## src/rtl/core/i2cmm_pkg.sv

```systemverilog
// shared types and constants for the i2c master with mux routing
package i2cmm_pkg;

    typedef enum logic [2:0] {
        OP_TICK  = 3'd0,
        OP_BEGIN = 3'd1,
        OP_WRITE = 3'd2,
        OP_READ  = 3'd3,
        OP_STOP  = 3'd4
    } op_t;

    typedef enum logic [2:0] {
        ST_OK        = 3'd0,
        ST_SDA_STUCK = 3'd1,
        ST_SCL_STUCK = 3'd2,
        ST_ADDR_NACK = 3'd3,
        ST_DATA_NACK = 3'd4
    } status_t;

    typedef enum logic [4:0] {
        PH_IDLE, PH_PREP, PH_REC_IDLE, PH_REC_LOW, PH_REC_HIGH, PH_REC_SDALOW,
        PH_REC_SCLREL, PH_REC_SDAREL, PH_START1, PH_START2, PH_TX_A, PH_TX_B,
        PH_TX_C, PH_ACK_A, PH_ACK_B, PH_ACK_OK, PH_STOP_AL, PH_STOP_A,
        PH_STOP_B, PH_STOP_C, PH_RX_A, PH_RX_B, PH_RXACK_A, PH_RXACK_B,
        PH_DONE, PH_DONE_HOLD
    } phase_t;

    typedef enum logic [2:0] {
        G_PROBE   = 3'd0,
        G_MUXADDR = 3'd1,
        G_MUXDATA = 3'd2,
        G_TARGET  = 3'd3,
        G_WRITE   = 3'd4,
        G_READ    = 3'd5,
        G_STOP    = 3'd6
    } stage_t;

    localparam int CFG_IDX_W = 1;
    localparam int CFG_DATA_W = 10;
    localparam logic [CFG_IDX_W-1:0] CFG_ACK_TIMEOUT = 1'b0;
    localparam logic [CFG_IDX_W-1:0] CFG_MUX_ADDR = 1'b1;
    localparam logic [9:0] ACK_TIMEOUT_RESET = 10'd250;
    localparam logic [6:0] MUX_ADDR_RESET = 7'h70;

    // classified request passed from front to back
    typedef struct packed {
        op_t        op;
        logic       sda_level;
        logic       use_direct;
        logic [3:0] channel;
        logic [6:0] device_address;
        logic       read_not_write;
        logic [7:0] data_byte;
        logic       ack_after_read;
    } req_t;

    typedef struct packed {
        logic       scl_low;
        logic       sda_low;
        logic       ready_res;
        logic       op_done;
        logic [7:0] read_byte;
        status_t    status;
        logic       mux_found;
    } res_t;

endpackage

```

## src/rtl/core/i2cmm_fifo.sv

```systemverilog
// small request queue between the front and the sequencer
module i2cmm_fifo #(
    parameter int WIDTH = 8
) (
    input  logic             aclk,
    input  logic             aresetn,
    input  logic             in_valid,
    output logic             in_ready,
    input  logic [WIDTH-1:0] in_data,
    output logic             out_valid,
    input  logic             out_ready,
    output logic [WIDTH-1:0] out_data
);
    logic [WIDTH-1:0] mem_reg [2];
    logic             wp_reg, rp_reg;
    logic [1:0]       cnt_reg;
    logic             push, pop;

    assign in_ready  = (cnt_reg != 2'd2);
    assign out_valid = (cnt_reg != 2'd0);
    assign out_data  = mem_reg[rp_reg];
    assign push      = in_valid && in_ready;
    assign pop       = out_valid && out_ready;

    always_ff @(posedge aclk) begin
        if (push) begin
            mem_reg[wp_reg] <= in_data;
        end
        if (!aresetn) begin
            wp_reg  <= 1'b0;
            rp_reg  <= 1'b0;
            cnt_reg <= 2'd0;
        end else begin
            if (push) begin
                wp_reg <= ~wp_reg;
            end
            if (pop) begin
                rp_reg <= ~rp_reg;
            end
            cnt_reg <= cnt_reg + {1'b0, push} - {1'b0, pop};
        end
    end
endmodule

```

## src/rtl/core/i2cmm_seq.sv

```systemverilog
// bus sequencer: runs one request per cycle while no pending result is held off by res_ready, and registers the result
module i2cmm_seq #(
    parameter int MUX_CHANNELS    = 8,
    parameter int RECOVERY_CLOCKS = 9
) (
    input  logic              aclk,
    input  logic              aresetn,
    input  logic              cfg_we,
    input  logic [0:0]        cfg_index,
    input  logic [9:0]        cfg_data,
    input  logic              req_valid,
    output logic              req_ready,
    input  i2cmm_pkg::req_t   req,
    output logic              res_valid,
    input  logic              res_ready,
    output i2cmm_pkg::res_t   res
);
    import i2cmm_pkg::*;

    phase_t     phase_reg, phase_next;
    stage_t     stage_reg, stage_next;
    logic [3:0] bitc_reg, bitc_next;
    logic [7:0] shift_reg, shift_next;
    logic [9:0] wait_reg, wait_next;
    status_t    last_reg, last_next;
    status_t    sbp_reg, sbp_next;
    logic [7:0] pend_reg, pend_next;
    logic       scl_reg, scl_next, sda_reg, sda_next;
    logic [7:0] mask_reg, mask_next;
    logic       direct_reg, direct_next;
    logic       found_reg, found_next;
    logic       ackl_reg, ackl_next;
    logic       nack_reg, nack_next;
    logic [9:0] tmo_reg;
    logic [6:0] muxa_reg;
    logic       done;
    logic       res_v_reg;
    res_t       res_reg;
    logic       fire;
    logic [3:0] bitc_inc;

    assign req_ready = !res_v_reg || res_ready;
    assign fire      = req_valid && req_ready;
    assign res_valid = res_v_reg;
    assign res       = res_reg;
    assign bitc_inc  = bitc_reg + 4'd1;

    always_comb begin
        phase_next = phase_reg; stage_next = stage_reg; bitc_next = bitc_reg;
        shift_next = shift_reg; wait_next = wait_reg; last_next = last_reg;
        sbp_next = sbp_reg; pend_next = pend_reg; scl_next = scl_reg;
        sda_next = sda_reg; mask_next = mask_reg; direct_next = direct_reg;
        found_next = found_reg; ackl_next = ackl_reg; nack_next = nack_reg;
        done = 1'b0;
        if (phase_reg == PH_IDLE) begin
            case (req.op)
                OP_BEGIN: begin
                    pend_next   = {req.device_address, req.read_not_write};
                    direct_next = req.use_direct;
                    if (!req.use_direct && (32'(req.channel) >= MUX_CHANNELS)) begin
                        stage_next = G_TARGET;
                        last_next  = ST_ADDR_NACK;
                        phase_next = PH_DONE;
                    end else begin
                        mask_next  = req.use_direct ? 8'd0 : (8'd1 << req.channel[2:0]);
                        sbp_next   = last_reg;
                        stage_next = G_PROBE;
                        phase_next = PH_PREP;
                    end
                end
                OP_WRITE: begin
                    stage_next = G_WRITE; shift_next = req.data_byte;
                    bitc_next = 4'd0; phase_next = PH_TX_A;
                end
                OP_READ: begin
                    stage_next = G_READ; ackl_next = req.ack_after_read;
                    shift_next = 8'd0; bitc_next = 4'd0; phase_next = PH_RX_A;
                end
                OP_STOP: begin
                    stage_next = G_STOP; nack_next = 1'b0; phase_next = PH_STOP_A;
                end
                default: ;
            endcase
        end else if (req.op == OP_TICK) begin
            case (phase_reg)
                PH_PREP: begin
                    last_next = ST_OK; nack_next = 1'b0; scl_next = 1'b0; sda_next = 1'b0;
                    phase_next = req.sda_level ? PH_START1 : PH_REC_IDLE;
                end
                PH_REC_IDLE: begin
                    scl_next = 1'b0; sda_next = 1'b0; bitc_next = 4'd0;
                    phase_next = PH_REC_LOW;
                end
                PH_REC_LOW: begin
                    scl_next = 1'b1; sda_next = 1'b0; phase_next = PH_REC_HIGH;
                end
                PH_REC_HIGH: begin
                    scl_next = 1'b0; sda_next = 1'b0; bitc_next = bitc_inc;
                    phase_next = (32'(bitc_inc) >= RECOVERY_CLOCKS) ? PH_REC_SDALOW
                                                                     : PH_REC_LOW;
                end
                PH_REC_SDALOW: begin
                    scl_next = 1'b0; sda_next = 1'b1; phase_next = PH_REC_SCLREL;
                end
                PH_REC_SCLREL: begin
                    scl_next = 1'b0; sda_next = 1'b1; phase_next = PH_REC_SDAREL;
                end
                PH_REC_SDAREL: begin
                    scl_next = 1'b0; sda_next = 1'b0;
                    if (nack_reg) begin
                        phase_next = PH_STOP_A;
                    end else if (req.sda_level) begin
                        phase_next = PH_START1;
                    end else begin
                        last_next = ST_SDA_STUCK;
                        if (stage_reg == G_PROBE) begin
                            // probe failed on a stuck bus
                            found_next = 1'b0;
                            if (direct_reg) begin
                                stage_next = G_TARGET; phase_next = PH_PREP;
                            end else begin
                                phase_next = PH_DONE;
                            end
                        end else begin
                            phase_next = PH_DONE;
                        end
                    end
                end
                PH_START1: begin
                    scl_next = 1'b0; sda_next = 1'b0; phase_next = PH_START2;
                end
                PH_START2: begin
                    scl_next = 1'b0; sda_next = 1'b1;
                    shift_next = (stage_reg == G_TARGET) ? pend_reg : {muxa_reg, 1'b0};
                    bitc_next = 4'd0; phase_next = PH_TX_A;
                end
                PH_TX_A: begin
                    scl_next = 1'b1; phase_next = PH_TX_B;
                end
                PH_TX_B: begin
                    scl_next = 1'b1; sda_next = ~shift_reg[7]; phase_next = PH_TX_C;
                end
                PH_TX_C: begin
                    scl_next = 1'b0; shift_next = {shift_reg[6:0], 1'b0};
                    bitc_next = bitc_inc;
                    phase_next = (bitc_inc >= 4'd8) ? PH_ACK_A : PH_TX_A;
                end
                PH_ACK_A: begin
                    scl_next = 1'b1; sda_next = 1'b0; wait_next = 10'd0;
                    phase_next = PH_ACK_B;
                end
                PH_ACK_B: begin
                    scl_next = 1'b0; sda_next = 1'b0;
                    if (!req.sda_level) begin
                        phase_next = PH_ACK_OK;
                    end else if (wait_reg >= tmo_reg) begin
                        nack_next = 1'b1; phase_next = PH_REC_IDLE;
                    end else begin
                        wait_next = wait_reg + 10'd1;
                    end
                end
                PH_ACK_OK: begin
                    scl_next = 1'b0; sda_next = 1'b0;
                    if (stage_reg == G_PROBE || stage_reg == G_MUXDATA) begin
                        phase_next = PH_STOP_AL;
                    end else if (stage_reg == G_MUXADDR) begin
                        shift_next = mask_reg; bitc_next = 4'd0;
                        stage_next = G_MUXDATA; phase_next = PH_TX_A;
                    end else begin
                        phase_next = PH_DONE_HOLD;
                    end
                end
                PH_STOP_AL: begin
                    scl_next = 1'b1; sda_next = 1'b1; phase_next = PH_STOP_B;
                end
                PH_STOP_A: begin
                    sda_next = 1'b1; phase_next = PH_STOP_B;
                end
                PH_STOP_B: begin
                    scl_next = 1'b0; sda_next = 1'b1; phase_next = PH_STOP_C;
                end
                PH_STOP_C: begin
                    scl_next = 1'b0; sda_next = 1'b0;
                    if (nack_reg) begin
                        nack_next = 1'b0;
                        if (stage_reg == G_PROBE) begin
                            found_next = 1'b0;
                            if (direct_reg) begin
                                last_next = sbp_reg;
                                stage_next = G_TARGET; phase_next = PH_PREP;
                            end else begin
                                last_next = (sbp_reg == ST_OK) ? ST_ADDR_NACK : sbp_reg;
                                phase_next = PH_DONE;
                            end
                        end else begin
                            last_next = (stage_reg == G_MUXDATA || stage_reg == G_WRITE)
                                        ? ST_DATA_NACK : ST_ADDR_NACK;
                            phase_next = PH_DONE;
                        end
                    end else if (stage_reg == G_PROBE) begin
                        found_next = 1'b1; last_next = ST_OK;
                        stage_next = G_MUXADDR; phase_next = PH_PREP;
                    end else if (stage_reg == G_MUXDATA) begin
                        stage_next = G_TARGET; phase_next = PH_PREP;
                    end else begin
                        phase_next = PH_DONE;
                    end
                end
                PH_RX_A: begin
                    scl_next = 1'b1; sda_next = 1'b0; phase_next = PH_RX_B;
                end
                PH_RX_B: begin
                    scl_next = 1'b0; sda_next = 1'b0;
                    shift_next = {shift_reg[6:0], req.sda_level};
                    bitc_next = bitc_inc;
                    phase_next = (bitc_inc >= 4'd8) ? PH_RXACK_A : PH_RX_A;
                end
                PH_RXACK_A: begin
                    scl_next = 1'b1; sda_next = ackl_reg; phase_next = PH_RXACK_B;
                end
                PH_RXACK_B: begin
                    scl_next = 1'b0; sda_next = ackl_reg; phase_next = PH_DONE_HOLD;
                end
                PH_DONE_HOLD: begin
                    scl_next = 1'b1; sda_next = 1'b0; done = 1'b1; phase_next = PH_IDLE;
                end
                PH_DONE: begin
                    done = 1'b1; phase_next = PH_IDLE;
                end
                default: begin
                    phase_next = PH_IDLE;
                end
            endcase
        end
    end

    always_ff @(posedge aclk) begin
        if (!aresetn) begin
            phase_reg <= PH_IDLE; stage_reg <= G_PROBE; bitc_reg <= 4'd0;
            shift_reg <= 8'd0; wait_reg <= 10'd0; last_reg <= ST_OK; sbp_reg <= ST_OK;
            pend_reg <= 8'd0; scl_reg <= 1'b0; sda_reg <= 1'b0; mask_reg <= 8'd0;
            direct_reg <= 1'b0; found_reg <= 1'b0; ackl_reg <= 1'b0; nack_reg <= 1'b0;
            tmo_reg <= ACK_TIMEOUT_RESET; muxa_reg <= MUX_ADDR_RESET;
            res_v_reg <= 1'b0;
        end else begin
            if (cfg_we) begin
                case (cfg_index)
                    CFG_ACK_TIMEOUT: tmo_reg  <= cfg_data;
                    CFG_MUX_ADDR:    muxa_reg <= cfg_data[6:0];
                    default: ;
                endcase
            end
            if (fire) begin
                phase_reg <= phase_next; stage_reg <= stage_next; bitc_reg <= bitc_next;
                shift_reg <= shift_next; wait_reg <= wait_next; last_reg <= last_next;
                sbp_reg <= sbp_next; pend_reg <= pend_next; scl_reg <= scl_next;
                sda_reg <= sda_next; mask_reg <= mask_next; direct_reg <= direct_next;
                found_reg <= found_next; ackl_reg <= ackl_next; nack_reg <= nack_next;
                res_v_reg <= 1'b1;
            end else if (res_ready) begin
                res_v_reg <= 1'b0;
            end
        end
    end

    always_ff @(posedge aclk) begin
        if (fire) begin
            res_reg.scl_low   <= scl_next;
            res_reg.sda_low   <= sda_next;
            res_reg.ready_res <= (phase_next == PH_IDLE);
            res_reg.op_done   <= done;
            res_reg.read_byte <= (done && stage_next == G_READ) ? shift_next : 8'd0;
            res_reg.status    <= last_next;
            res_reg.mux_found <= found_next;
        end
    end
endmodule

```

## src/rtl/core/i2c_master_with_mux_routing_top.sv

```systemverilog
// top level: i2c master with mux routing
//  channel | direction | handshake         | payload
//  s_      | in        | s_valid/s_ready   | op, sda_level, begin and byte fields
//  m_      | out       | m_valid/m_ready   | line drives, ready, done, byte, status
//  cfg     | in        | cfg_we            | cfg_index, cfg_data
// one request per cycle unless m_ stalls; path is queue, then sequencer register
// each tick advances the sequencer by one half-bit phase
// aresetn is synchronous and active low, control registers return to reset values
// a stalled m_ side fills the two-entry queue, then s_ready drops
module i2c_master_with_mux_routing_top #(
    parameter int MUX_CHANNELS    = 8,
    parameter int RECOVERY_CLOCKS = 9
) (
    input  logic        aclk,
    input  logic        aresetn,
    input  logic        cfg_we,
    input  logic [0:0]  cfg_index,
    input  logic [9:0]  cfg_data,
    input  logic        s_valid,
    output logic        s_ready,
    input  logic [2:0]  s_op,
    input  logic        s_sda_level,
    input  logic        s_use_direct,
    input  logic [3:0]  s_channel,
    input  logic [6:0]  s_device_address,
    input  logic        s_read_not_write,
    input  logic [7:0]  s_data_byte,
    input  logic        s_ack_after_read,
    output logic        m_valid,
    input  logic        m_ready,
    output logic        m_scl_low,
    output logic        m_sda_low,
    output logic        m_ready_res,
    output logic        m_op_done,
    output logic [7:0]  m_read_byte,
    output logic [2:0]  m_status,
    output logic        m_mux_found
);
    import i2cmm_pkg::*;

    req_t in_req, q_req;
    res_t r;
    logic q_valid, q_ready;
    logic [$bits(req_t)-1:0] q_data;

    // classify: unknown op codes are kept raw and leave the sequencer state unchanged
    always_comb begin
        in_req.op             = op_t'(s_op);
        in_req.sda_level      = s_sda_level;
        in_req.use_direct     = s_use_direct;
        in_req.channel        = s_channel;
        in_req.device_address = s_device_address;
        in_req.read_not_write = s_read_not_write;
        in_req.data_byte      = s_data_byte;
        in_req.ack_after_read = s_ack_after_read;
    end

    i2cmm_fifo #(.WIDTH($bits(req_t))) u_fifo (
        .aclk(aclk), .aresetn(aresetn),
        .in_valid(s_valid), .in_ready(s_ready), .in_data(in_req),
        .out_valid(q_valid), .out_ready(q_ready), .out_data(q_data)
    );

    assign q_req = req_t'(q_data);

    i2cmm_seq #(.MUX_CHANNELS(MUX_CHANNELS), .RECOVERY_CLOCKS(RECOVERY_CLOCKS)) u_seq (
        .aclk(aclk), .aresetn(aresetn),
        .cfg_we(cfg_we), .cfg_index(cfg_index), .cfg_data(cfg_data),
        .req_valid(q_valid), .req_ready(q_ready), .req(q_req),
        .res_valid(m_valid), .res_ready(m_ready), .res(r)
    );

    assign m_scl_low   = r.scl_low;
    assign m_sda_low   = r.sda_low;
    assign m_ready_res = r.ready_res;
    assign m_op_done   = r.op_done;
    assign m_read_byte = r.read_byte;
    assign m_status    = r.status;
    assign m_mux_found = r.mux_found;
endmodule
```

## config.mk

```make
export PLATFORM = sky130hd
export DESIGN_NAME = i2c_master_with_mux_routing_top
export DESIGN_NICKNAME = d
export VERILOG_FILES = /design/src/rtl/core/i2cmm_pkg.sv /design/src/rtl/core/i2cmm_fifo.sv /design/src/rtl/core/i2cmm_seq.sv /design/src/rtl/core/i2c_master_with_mux_routing_top.sv
export SDC_FILE = /design/constraint.sdc
export NUM_CORES = 1
export LEC_CHECK = 0
export BUFFER_PORTS_ARGS = -buffer_cell sky130_fd_sc_hd__buf_2
export CAP_MARGIN = 25
export CORE_ASPECT_RATIO = 0.75
export CORE_MARGIN = 2
export CORE_UTILIZATION = 46
export CTS_CLUSTER_DIAMETER = 80
export CTS_CLUSTER_SIZE = 12
export DETAILED_ROUTE_END_ITERATION = 12
export HOLD_SLACK_MARGIN = 0.03
export PLACE_DENSITY = 0.74
export SLEW_MARGIN = 10
export SYNTH_ARGS = -nofsm -noshare
export SYNTH_HDL_FRONTEND = slang
export SYNTH_SLANG_ARGS = --single-unit
```

## constraint.sdc

```tcl
create_clock -name aclk -period 2.9 [get_ports aclk]
set_clock_uncertainty 0.2 [all_clocks]
set_input_delay 0.145 -clock aclk [delete_from_list [all_inputs] [get_ports aclk]]
set_output_delay 0.145 -clock aclk [all_outputs]
set_load 0.01 [all_outputs]
```

== Yosys cells after proc, flatten, opt, wreduce, memory -nomap -nowiden ==
Memory sizes are Yosys's and may differ from the RTL's. A register that Yosys moved wholly into a read port is not among the register bits.
Index checks and enable logic that the tools add are counted.

* Bits in latches: 0
* Output and inout port bits: 18
* Memory bits (read-only): 0
* Input port bits: 42
* Word-level logic and storage cells: 219
* Register bits after elaboration: 96
* Bits in writable memories: 52
* Memories: 1

* Equal/unequal tests: 43
* Bitwise gates (word level): 6
* Add/sub/neg operators: 4
* Shifts and indexed selects: 1
* Magnitude comparators: 4
* Multipliers: 0
* Reductions and logical operators: 39
* Divide/modulo/power cells: 0
* Mux-type cells: 93

{| class="wikitable"
|+ Memories
! memory !! depth !! width !! read ports !! clocked after Yosys merged registers in !! write ports !! line !! source
|-
| u_fifo.mem_reg || 2 || 26 || 1 || 1 || 1 || i2cmm_fifo.sv:14 || <nowiki>logic [WIDTH-1:0] mem_reg [2];</nowiki>
|}

{| class="wikitable"
|+ Operators with widths
! operator !! number
|-
| $pmux W5 S22 || 1
|-
| $mux W3 || 25
|-
| $mux W5 || 14
|-
| $eq A5 B5 Y1 const B || 10
|-
| $mux W8 || 6
|-
| $eq A5 B4 Y1 const B || 8
|-
| $pmux W8 S4 || 1
|-
| $mux W1 || 25
|-
| $mux W4 || 6
|-
| $eq A5 B3 Y1 const B || 4
|-
| $mux W10 || 2
|-
| $pmux W10 S2 || 1
|-
| $pmux W5 S4 || 1
|-
| $pmux W3 S3 || 2
|-
| $reduce_and A6 Y1 || 3
|-
| $pmux W8 S2 || 1
|-
| $reduce_or A15 Y1 || 1
|-
| $reduce_or A13 Y1 || 1
|-
| $eq A3 B2 Y1 const B || 4
|-
| $ge A4 B4 Y1 const B || 3
|-
| $pmux W3 S4 || 1
|-
| $pmux W4 S3 || 1
|-
| $reduce_or A2 Y1 || 6
|-
| $add A10 B1 Y10 const B || 1
|-
| other kinds (31) || 62
|}

== Longest topological paths before layout ==
* Depth in word-level cells: 9
* Mapped depth: 12
* Depth with buffers taken out: 9

== Modules after synthesis ==
Synthesis repeated with hierarchy kept, for this count alone.

* Cells, all modules: 853
* Area, all modules: 8145.3 um^2

{| class="wikitable"
|+ By module, submodules not included
! module !! sequential area each (um^2) !! area an instance (um^2) !! cells each !! times used
|-
| i2cmm_seq || 2001.9 || 5929.4 || 748 || 1
|-
| i2cmm_fifo || 1661.6 || 2215.9 || 105 || 1
|}

== Least setup slack after synthesis ==
Ideal clock, no wire load.

* Path kind: register to register
* Start point: register u_seq.res_v_reg, in the netlist u_seq.res_valid
* End point: register u_fifo.cnt_reg[1]
* Period minus slack after synthesis: 3.252 ns
* Slack: -0.352 ns
* Library setup time: 0.128 ns
* Buffers on the path: 3
* Cell stages (with the launch flop): 13
* Data arrival time: 2.925 ns
* Required time: 2.572 ns
* Cell sequence: dfxtp_1 > nor2b_1 > or2_2 > clkbuf_1 > inv_1 > clkbuf_1 > buf_1 > ha_1 > inv_1 > ha_1 > xor2_1 > xnor2_1 > nor2_1

* Cells in the longest elaborated chain, start to end: 4

{| class="wikitable"
|+ Ends and longest elaborated chain
! element !! line !! source
|-
| from (decl) || i2cmm_seq.sv:37 || <nowiki>logic res_v_reg;</nowiki>
|-
| from (signal assigned) || i2cmm_seq.sv:244 || <nowiki>res_v_reg <= 1'b0;</nowiki>
|-
| from (signal assigned) || i2cmm_seq.sv:259 || <nowiki>res_v_reg <= 1'b1;</nowiki>
|-
| from (signal assigned) || i2cmm_seq.sv:261 || <nowiki>res_v_reg <= 1'b0;</nowiki>
|-
| $logic_not A1 Y1 || i2cmm_seq.sv:42 || <nowiki>assign req_ready = !res_v_reg || res_ready;</nowiki>
|-
| $logic_or A1 B1 Y1 || i2cmm_seq.sv:42 ||
|-
| $logic_and A1 B1 Y1 || i2cmm_fifo.sv:23 || <nowiki>assign pop = out_valid && out_ready;</nowiki>
|-
| net u_fifo.pop || i2cmm_fifo.sv:17 || <nowiki>logic push, pop;</nowiki>
|-
| $sub A2 B1 Y2 || i2cmm_fifo.sv:40 || <nowiki>cnt_reg <= cnt_reg + {1'b0, push} - {1'b0, pop};</nowiki>
|-
| to (signal assigned) || i2cmm_fifo.sv:40 ||
|-
| to (decl) || i2cmm_fifo.sv:16 || <nowiki>logic [1:0] cnt_reg;</nowiki>
|}

The timed path passes the listed nets, and every way through them passes these cells.
A chain may end at the register's enable or synchronous reset.

== Final worst setup path ==
* Start point: register u_seq.wait_reg[0]
* End point: register u_seq.wait_reg[7]

* Cells in the longest elaborated chain, start to end: 4
* Elaborated cells on any way between the ends: 7
* Those cells by class: 1 x add/sub; 1 x order compare; 1 x eq/ne; 3 x mux; 1 x reduce/logical

{| class="wikitable"
|+ Ends and longest elaborated chain
! element !! line !! source
|-
| from (decl) || i2cmm_seq.sv:24 || <nowiki>logic [9:0] wait_reg, wait_next;</nowiki>
|-
| from (signal assigned) || i2cmm_seq.sv:255 || <nowiki>shift_reg <= shift_next; wait_reg <= wait_next; last_reg <= last_next;</nowiki>
|-
| $add A10 B1 Y10 || i2cmm_seq.sv:159 || <nowiki>wait_next = wait_reg + 10'd1;</nowiki>
|-
| $mux W10 || i2cmm_seq.sv:156 || <nowiki>end else if (wait_reg >= tmo_reg) begin</nowiki>
|-
| $mux W10 || i2cmm_seq.sv:154 || <nowiki>if (!req.sda_level) begin</nowiki>
|-
| $pmux W10 S2 || i2cmm_seq.sv:85 || <nowiki>case (phase_reg)</nowiki>
|}

Parallel ways exist; a longest one is shown, timed or not. The select of a mux whose other input is x is not followed.

==> impl_metrics.json <==
{
  "worstPathRequired_ps": 3050,
  "area_growth_pct": 26.0,
  "antenna_found_initial": 1,
  "critPathMaxStageDelay_ps": 480,
  "postSynthAreaPerCell_um2": 9.48,
  "cts_made_buffers": 17,
  "final_cell_count_no_fill": 1207,
  "yosysMostFrequentCell": "nand2_1",
  "power_leakage_nw": 3.73,
  "drive_above_1_share": 0.216,
  "synthAdderAreaFrac": 0.0251,
  "yosys-top-cells-count": "nand2_1, dfxtp_1, edfxtp_1",
  "path_cells": "inv_1, ha_1, nand2b_1, a21o_1, a311o_1, o31a_4, or4_1, a21oi_1",
  "die_height_um": 117,
  "rsz0062_at_grt": "no",
  "synth_top_area_frac": 0.259,
  "post-route-period-util": 0.957,
  "ys_warn_count": 0,
  "via_per_inst": 5.96,
  "synth_seq_cells": 149,
  "grt_use_total": 0.255,
  "grt_pass1_wl_mm": 36.6,
  "clock_latency_ps": 430,
  "syn_nets": 889,
  "remaining_drc_errors": 0,
  "synth_top_family_by_area": "simple AND/OR/NAND/NOR gates",
  "rows": 41,
  "portBuffers": 59,
  "cts_tree": "done",
  "worst_pin_slew_ps": 810,
  "setup.worst_path.start_class": "flop",
  "slowest_stage": "or4_1",
  "status": "completed",
  "cts_root_buffer": "clkbuf_16",
  "post-route-min-period_ps": 2780,
  "slew_violations": 0,
  "routabilityCongestion": 1.03,
  "criticalPathCategory": "reg2reg",
  "grt_pass1_vias": 6697,
  "boundaryPins": 60,
  "synth_compound_area_frac": 0.197,
  "report.final.setup_viol": 0,
  "start_util": 0.469,
  "grt_start_max_net_pins": 30,
  "async_flop_share": 0,
  "synth_edf_count": 68,
  "power_density_mw_per_mm2": 870,
  "yosys-top-cells-area": "edfxtp_1, dfxtp_1, nand2_1",
  "core-area_mm2": 0.0168,
  "synth.cell_area_mm2": 0.00789,
  "hp-class": "in2reg",
  "clkTransAtPathRegs_ps": 70,
  "critPathCaptureType": "flop",
  "placed_cells": 1123,
  "tns_ps": 0,
  "yosysTopAreaCell": "edfxtp_1",
  "firstDrtPassIters": 5,
  "synth_xor_area_frac": 0.00888,
  "hold_viol_final": 0,
  "dieArea_mm2": 0.0182,
  "worstPathMaxFanout": 12,
  "drt_iter0_markers": 851,
  "arrival_ps": 2930,
  "vias": 7189,
  "regToRegSetupSlack_ps": 120,
  "yosys.area_share.simple": 0.209,
  "synth-main-ff-cell": "dfxtp_1",
  "nFillCells": 1449,
  "maxCapViolCount": 0,
  "ant_nets": 0,
  "numClockSinks": 149,
  "cts-htree-levels": 4,
  "yosysSeqAreaShare": 0.464,
  "largest_register_ff_count": 52,
  "synth_cell_type_count": 81,
  "hpwl_mm": 15.8,
  "cts_buffer_depth": 2,
  "max-vdd-ir-drop_mv": 0.458,
  "die_w_um": 155,
  "overflow": 0,
  "synthCells": 832,
  "synthMuxAreaShare": 0.0517,
  "fmax_ghz": 0.360,
  "wire_per_inst_um": 19.1,
  "wl_mm": 23.1,
  "max-slew-margin-rel": 0.459,
  "finalNetCount": 1035
}
## routing by layer
layer / up-vias / GRT usage / wire [um]
met5: - / 0 / 0
met4: 0 / 0.0734 / 388
met3: 42 / 0.0547 / 1860
met2: 323 / 0.371 / 9980
met1: 3413 / 0.380 / 10800
li1: 3411 / - / -
## logic make-up (layout without fill, tap and decap cells)
| family | after synthesis | in the layout |
|---|---|---|
| compound gates | 222 | 222 |
| xor+xnor | 8 | 8 |
| fa+ha+maj | 16 | 16 |
| buf+inv | 89 | 248 |
| flops | 149 | 149 |
| mux | 39 | 39 |
| other cells | 0 | 1 |
| simple gates | 309 | 309 |
## worst max-delay path, delay by kind of cell, from the launching register on
kind                     cells  cell delay, ps
flip-flops                   1             360
AND/OR/NAND/NOR              2             630
AO/OA/AOI/OAI                4            1190
buffers and inverters        1              70
adder cells (fa/ha/maj)      1             270
## path summary, 6_finish.rpt
kind,start,end,depth (start not counted)
worst max-delay path,u_seq.wait_reg[0],u_seq.wait_reg[7],8
worst max register to register,u_seq.wait_reg[0],u_seq.wait_reg[7],8
worst min-delay path,s_channel[3],u_fifo.mem_reg[1][20],2
worst min register to register,u_seq.mask_reg[6],u_seq.mask_reg[6],2
## per-stage QoR
| stage | hold WS, ps | area (um2) | total power [mW] | setup slack (ps) | util |
|---|---|---|---|---|---|
| after global placement | 132 | 8780 | 6.16 | 83.4 | 0.522 |
| after detailed placement | 136 | 8780 | 6.17 | -44.1 | 0.522 |
| after CTS | 228 | 9880 | 8.54 | 26.6 | 0.587 |
| after floorplan | 43.9 | 7890 | 4.92 | 29.0 | - |
| after global routing | 234 | 9930 | 9.05 | 38.2 | 0.590 |
| final | 235 | 9930 | 8.65 | 124 | 0.590 |
## power breakdown
group          switching [mW]  leakage [nW]  internal, mW  total (mW)
clock network            1.02         0.298          1.31        2.33
logic                    2.12          2.13          1.39        3.52
registers               0.207          1.30          2.59        2.80
total                    3.35          3.73          5.30        8.65
## final cells by class
class	count	area [um2]	area share
sequential	149	3660	0.369
tap	215	269	0.0271
clock buffer	18	429	0.0432
inverter	36	135	0.0136
antenna	1	2.50	0.000252
timing repair buffer	180	1340	0.135
multi-input combinational	594	3910	0.394
clock inverter	14	183	0.0184
## placed cells by master (no fill, tap or decap), drive strengths merged, types with 5 or more instances in the layout
| cell | n |
|---|---|
| clkbuf | 18 |
| edfxtp | 68 |
| and3 | 7 |
| o221ai | 7 |
| mux2i | 25 |
| a22oi | 12 |
| o31ai | 11 |
| xnor2 | 6 |
| dfxtp | 81 |
| inv | 43 |
| a21boi | 5 |
| buf | 132 |
| mux2 | 14 |
| o32ai | 15 |
| dlygate4sd3 | 48 |
| nand2b | 13 |
| o211ai | 12 |
| nor3 | 14 |
| ha | 15 |
| nor2b | 11 |
| a31oi | 9 |
| nor2 | 45 |
| nand3b | 8 |
| o22ai | 5 |
| or4 | 5 |
| or3 | 9 |
| nand3 | 26 |
| nor3b | 12 |
| a21oi | 51 |
| nor4 | 8 |
| nand2 | 108 |
| and2 | 12 |
| nand4 | 8 |
| or2 | 5 |
| a211oi | 17 |
| o21ai | 34 |
## timing repair
| item | 4_1_cts | 5_1_grt |
|---|---|---|
| cloned | 0 | 0 |
| hold buffers | 48 | 0 |
| buffers inserted | 0 | 1 |
| pin swaps | 1 | 1 |
| endpoints found under the setup margin | 8 | 16 |
| resized for setup | 0 | 9 |
| hold endpoints to repair | 81 | 0 |
No activity file was read; power rests on OpenSTA's default activity.
